File: src/sv/cfv_pkg.sv
// cfv_pkg: shared types and constants for the causal fir vector filter
// word layouts, register indexes, command codes and controller/datapath links
// no dependencies
package cfv_pkg;

   localparam int SAMPLE_BITS    = 16;
   localparam int FRAC_BITS      = SAMPLE_BITS - 1;
   localparam int MAX_TAPS_DEF   = 64;
   localparam int TAP_IDX_BITS   = 6;
   localparam int TAP_COUNT_BITS = 7;
   localparam int VEC_LEN_BITS   = 16;
   localparam int CSR_IDX_BITS   = 2;
   localparam int CSR_DATA_BITS  = 16;

   // register indexes
   localparam logic [CSR_IDX_BITS-1:0] REG_TAP_COUNT     = 2'd0;
   localparam logic [CSR_IDX_BITS-1:0] REG_VECTOR_LENGTH = 2'd1;
   localparam logic [CSR_IDX_BITS-1:0] REG_COMPLEX_MODE  = 2'd2;

   // word commands
   localparam logic CMD_TAP    = 1'b0;
   localparam logic CMD_SAMPLE = 1'b1;

   typedef struct packed {
      logic                          cmd;
      logic [TAP_IDX_BITS-1:0]       tap_index;
      logic signed [SAMPLE_BITS-1:0] value_re;
      logic signed [SAMPLE_BITS-1:0] value_im;
   } req_word_type;

   typedef struct packed {
      logic signed [SAMPLE_BITS-1:0] out_re;
      logic signed [SAMPLE_BITS-1:0] out_im;
      logic                          last_in_vector;
   } rsp_word_type;

   // controller to datapath
   typedef struct packed {
      logic tap_wr;
      logic sample_start;
      logic issue;
      logic result_load;
   } ctrl_cmd_type;

   // datapath to controller
   typedef struct packed {
      logic issue_done;
      logic pipe_busy;
   } dp_status_type;

endpackage

File: src/sv/cfv_ctrl.sv
// cfv_ctrl: sequencing state machine for the causal fir vector filter
// drives the input stall, the result valid and the datapath commands
// depends on cfv_pkg
module cfv_ctrl (
   input  logic                   clock,
   input  logic                   reset,
   input  logic                   req_valid,
   input  logic                   req_cmd,
   output logic                   req_stall,
   output logic                   rsp_valid,
   input  logic                   rsp_stall,
   input  cfv_pkg::dp_status_type status,
   output cfv_pkg::ctrl_cmd_type  cmd
);
   import cfv_pkg::*;

   localparam logic [1:0] S_IDLE = 2'd0;
   localparam logic [1:0] S_RUN  = 2'd1;
   localparam logic [1:0] S_FIN  = 2'd2;

   logic [1:0] state_ff, state_in;
   logic       rsp_valid_ff, rsp_valid_in;
   logic       accept;
   logic       slot_free;

   assign req_stall = (state_ff != S_IDLE);
   assign accept    = req_valid && !req_stall;
   assign slot_free = !rsp_valid_ff || !rsp_stall;
   assign rsp_valid = rsp_valid_ff;

   always_comb begin
      state_in         = state_ff;
      cmd.tap_wr       = 1'b0;
      cmd.sample_start = 1'b0;
      cmd.issue        = 1'b0;
      cmd.result_load  = 1'b0;
      case (state_ff)
         S_IDLE: begin
            if (accept && req_cmd == CMD_TAP) begin
               cmd.tap_wr = 1'b1;
            end else if (accept && req_cmd == CMD_SAMPLE) begin
               cmd.sample_start = 1'b1;
               state_in         = S_RUN;
            end
         end
         S_RUN: begin
            cmd.issue = !status.issue_done;
            if (status.issue_done && !status.pipe_busy) begin
               state_in = S_FIN;
            end
         end
         S_FIN: begin
            if (slot_free) begin
               cmd.result_load = 1'b1;
               state_in        = S_IDLE;
            end
         end
         default: begin
            state_in = S_IDLE;
         end
      endcase
   end

   always_comb begin
      rsp_valid_in = rsp_valid_ff;
      if (rsp_valid_ff && !rsp_stall) begin
         rsp_valid_in = 1'b0;
      end
      if (cmd.result_load) begin
         rsp_valid_in = 1'b1;
      end
   end

   always_ff @(posedge clock) begin
      if (reset) begin
         state_ff     <= S_IDLE;
         rsp_valid_ff <= 1'b0;
      end else begin
         state_ff     <= state_in;
         rsp_valid_ff <= rsp_valid_in;
      end
   end

endmodule

File: config.mk
export PLATFORM = sky130hd
export DESIGN_NAME = cfv_ctrl
export DESIGN_NICKNAME = d
export VERILOG_FILES = /design/src/sv/cfv_pkg.sv /design/src/sv/cfv_ctrl.sv
export SDC_FILE = /design/constraint.sdc
export NUM_CORES = 1
export LEC_CHECK = 0
export ABC_AREA = 1
export BUFFER_PORTS_ARGS = -buffer_cell sky130_fd_sc_hd__buf_4
export CORE_AREA = 8 8 45 47
export DETAILED_ROUTE_END_ITERATION = 7
export DIE_AREA = 0 0 53 55
export PLACE_DENSITY = 0.35
export SYNTH_ARGS = -nofsm -noshare
export SYNTH_HDL_FRONTEND = slang
export SYNTH_SLANG_ARGS = --single-unit
File: constraint.sdc
create_clock -name clock -period 1.15 [get_ports clock]
set_input_delay 0.345 -clock clock [delete_from_list [all_inputs] [get_ports clock]]
set_output_delay 0.345 -clock clock [all_outputs]
set_load 0.005 [all_outputs]
==> metrics.log <==
[metrics] share of cells above drive strength 1: 64.58%
[metrics] remaining max-slew budget at the tightest pin: 92.36%
[metrics] CP Buf/Inv Count: 2
[metrics] Cell variety after synth: 11
[metrics] worst vdd ir: 0.3563 mV
[metrics] number of H-tree branching levels: 1
[metrics] layout-stage area growth over the synthesis result: 107.7%
[metrics] hold bufs inserted after CTS: 0
[metrics] worst-margin pin slew: 0.1143 ns
[metrics] final global-route overflow total: 0
[metrics] total routing resource utilization after global routing: 3.930%
[metrics] cells traversed along the worst timing path: inv_2 -> nand2_2 -> nor3b_2 -> buf_4
[metrics] Worst Setup Start Kind: register
[metrics] layer with the highest usage: met2
[metrics] RSZ-0062 raised after global routing: true
[metrics] Vias: 221
[metrics] reg2reg start: state_ff[0]$_SDFFE_PP0P_
[metrics] Vias per Instance: 3.453
[metrics] Row Count: 14
[metrics] commonest non-fill, non-tap cell in the layout: buf_4
[metrics] post-synthesis average cell area: 6.345 µm²
[metrics] initial antenna violation count: 0
[metrics] number of hold-slack violations in the final timing report: 0
[metrics] outcome: finished with violations
[metrics] clk_lat worst skew: 0.23 ns
[metrics] overall die height: 55 µm
[metrics] number of nets with antenna violations after routing: 0
[metrics] met3 Usage GRT: 2.139%
[metrics] critical path arrival: 0.96 ns
[metrics] sequential share of the synthesized area: 33.80%
[metrics] TritonCTS clock tree: built
[metrics] post-layout worst setup margin: -0.1541 ns
[metrics] Worst Clk Skew: 0.0005821 ns
[metrics] startpoint of the lowest-slack hold path: reset
[metrics] maximum fanout along the worst path: 4
[metrics] Die Width: 53 µm
[metrics] Pre-Repair DR Iteration Count: 1
[metrics] number of I/O port buffers: 12
[metrics] io pins: 13
[metrics] starting density of the core: 12.84%
[metrics] DRC Markers: 0
[metrics] CTS clock-pin slew for the worst setup and hold paths: 0.03 ns
[metrics] CTS Sinks: 3
[metrics] Synthesis Warnings: 0
[metrics] sum of routed wire length over all layers: 493 µm
[metrics] global-route met1 utilization: 2.576%
[metrics] cell with the largest stage delay on the worst path: dfxtp_4
[metrics] leading cell types in the layout, fill and taps excluded: buf_4 (16), nand2_1 (6), inv_1 (5)
[metrics] instance area after placement: 287.8 µm²
[metrics] clock root buffer: clkbuf_4
[metrics] start point of the critical path: state_ff[0]$_SDFFE_PP0P_
[metrics] leakage: 0.2048 nW
[metrics] area of the core region: 1384 µm²
[metrics] Pwr Total: 378.5 µW
[metrics] number of max-capacitance violations reported: 0
[metrics] max-slew violation total from the final report: 0
[metrics] top achievable clock speed: 766.8 MHz
[metrics] layout net count: 56
[metrics] final clock period utilization by the worst path: 113.4%
[metrics] vias in the first global route: 241
[metrics] Synth Instances: 28
[metrics] Final Cell Area: 369.1 µm²
[metrics] final worst path period need: 1.304 ns
[metrics] area share of the largest cell type after synthesis: 33.80%
[metrics] Global Route met2 Usage: 6.836%
[metrics] leading post-synthesis cells by cell area: dfxtp_1 (34%), inv_1 (15%), nand2_1 (15%)
[metrics] Final Wtd Congestion: 0.6372
[metrics] power density cells: 1026 nW/µm²
[metrics] Final setup violation count: 4
[metrics] nature of the critical path endpoint: primary output
[metrics] Fin Setup TNS: -0.4851 ns
[metrics] class of the tightest hold or removal check: in2reg
[metrics] average wire per cell in the routed design: 7.703 µm
[metrics] global-route wire length before repair: 793 µm
[metrics] Worst EP required: 0.81 ns
[metrics] delay-heaviest family, CP: flip-flops
[metrics] area of the mapped netlist: 177.7 µm²
[metrics] area leader, netlist: dfxtp_1
[metrics] largest net degree at the start of global routing: 6
[metrics] CTS Buf Count: 3
[metrics] number of buffers between clock root and the deepest sink: 2
[metrics] DR iter-0 viols: 0
[metrics] synthesized netlist net count: 35
[metrics] failing checks: setup timing
[metrics] die outline area: 2915 µm²
[metrics] total inserted antenna cells: 0
[metrics] kind of critical path: reg2out
[metrics] critical path's largest stage delay: 0.35 ns
[metrics] register bit total from synthesis: 3
==> sequential cells by signal, indices dropped and copies added (netlist names) <==
| name | flops |
|---|---|
| rsp_valid | 1 |
| state_ff | 2 |
==> report_power, final <==
part	internal, mW	total, mW	switching, mW
Sequential	0.110	0.115	0.00539
Clock	0.130	0.178	0.0480
Combinational	0.0527	0.0859	0.0332
==> cells by family after synthesis <==
group	after synthesis	share of synthesized area [%]
AND/OR/NAND/NOR	14	39.44
buffers and inverters	9	21.13
flip-flops	3	33.80
AO/OA/AOI/OAI	2	5.634
==> worst paths after layout <==
kind,to,slack [ns],cells after the start
setup / recovery,cmd[3],-0.15,4
hold / removal,state_ff[0]$_SDFFE_PP0P_,0.28,2
setup reg to reg,state_ff[0]$_SDFFE_PP0P_,0.07,6
hold reg to reg,rsp_valid$_SDFFE_PP0P_,0.47,2
==> cell type report <==
cell class              instances  area (µm²)
repair buffers                 17       131.4
clock buffers                   4       26.28
flip-flops and latches          3       65.06
multi-input cells              16       93.84
inverters                       8       32.53
fillers                       163        1015
well taps                      16       20.02
==> synthesized netlist by cell type, drive strengths merged <==
master and count:
a21oi 2, buf 1, dfxtp 3, inv 8, nand2 7, nand3 1, nand4 1, nor2 4
nor3b 1
==> stage by stage <==
stage | cells | util (%) | setup WS [ns] | hold slack (ns)
final | 64 | 26.67 | -0.1541 | 0.2847
after global routing | 64 | 26.67 | -0.2195 | 0.2797
after global placement | 56 | 20.80 | 0.005102 | 0.4827
after detailed placement | 56 | 20.80 | -0.003525 | 0.4754
after floorplan | 28 | - | 0.1436 | 0.4141
after CTS | 65 | 26.31 | -0.1813 | 0.2791
==> layer usage <==
layer	share of wire [%]	routed length, µm
met2	56	274
met3	11	53
met4	0	0
met5	0	0
met1	33	165
==> timing repair <==
item	CTS	global route
setup endpoints to repair	5	6
pin swaps	1	3
cloned	0	0
buffers inserted	5	0
resized for setup	6	5
Note: power is estimated with default switching activity, not from simulation.
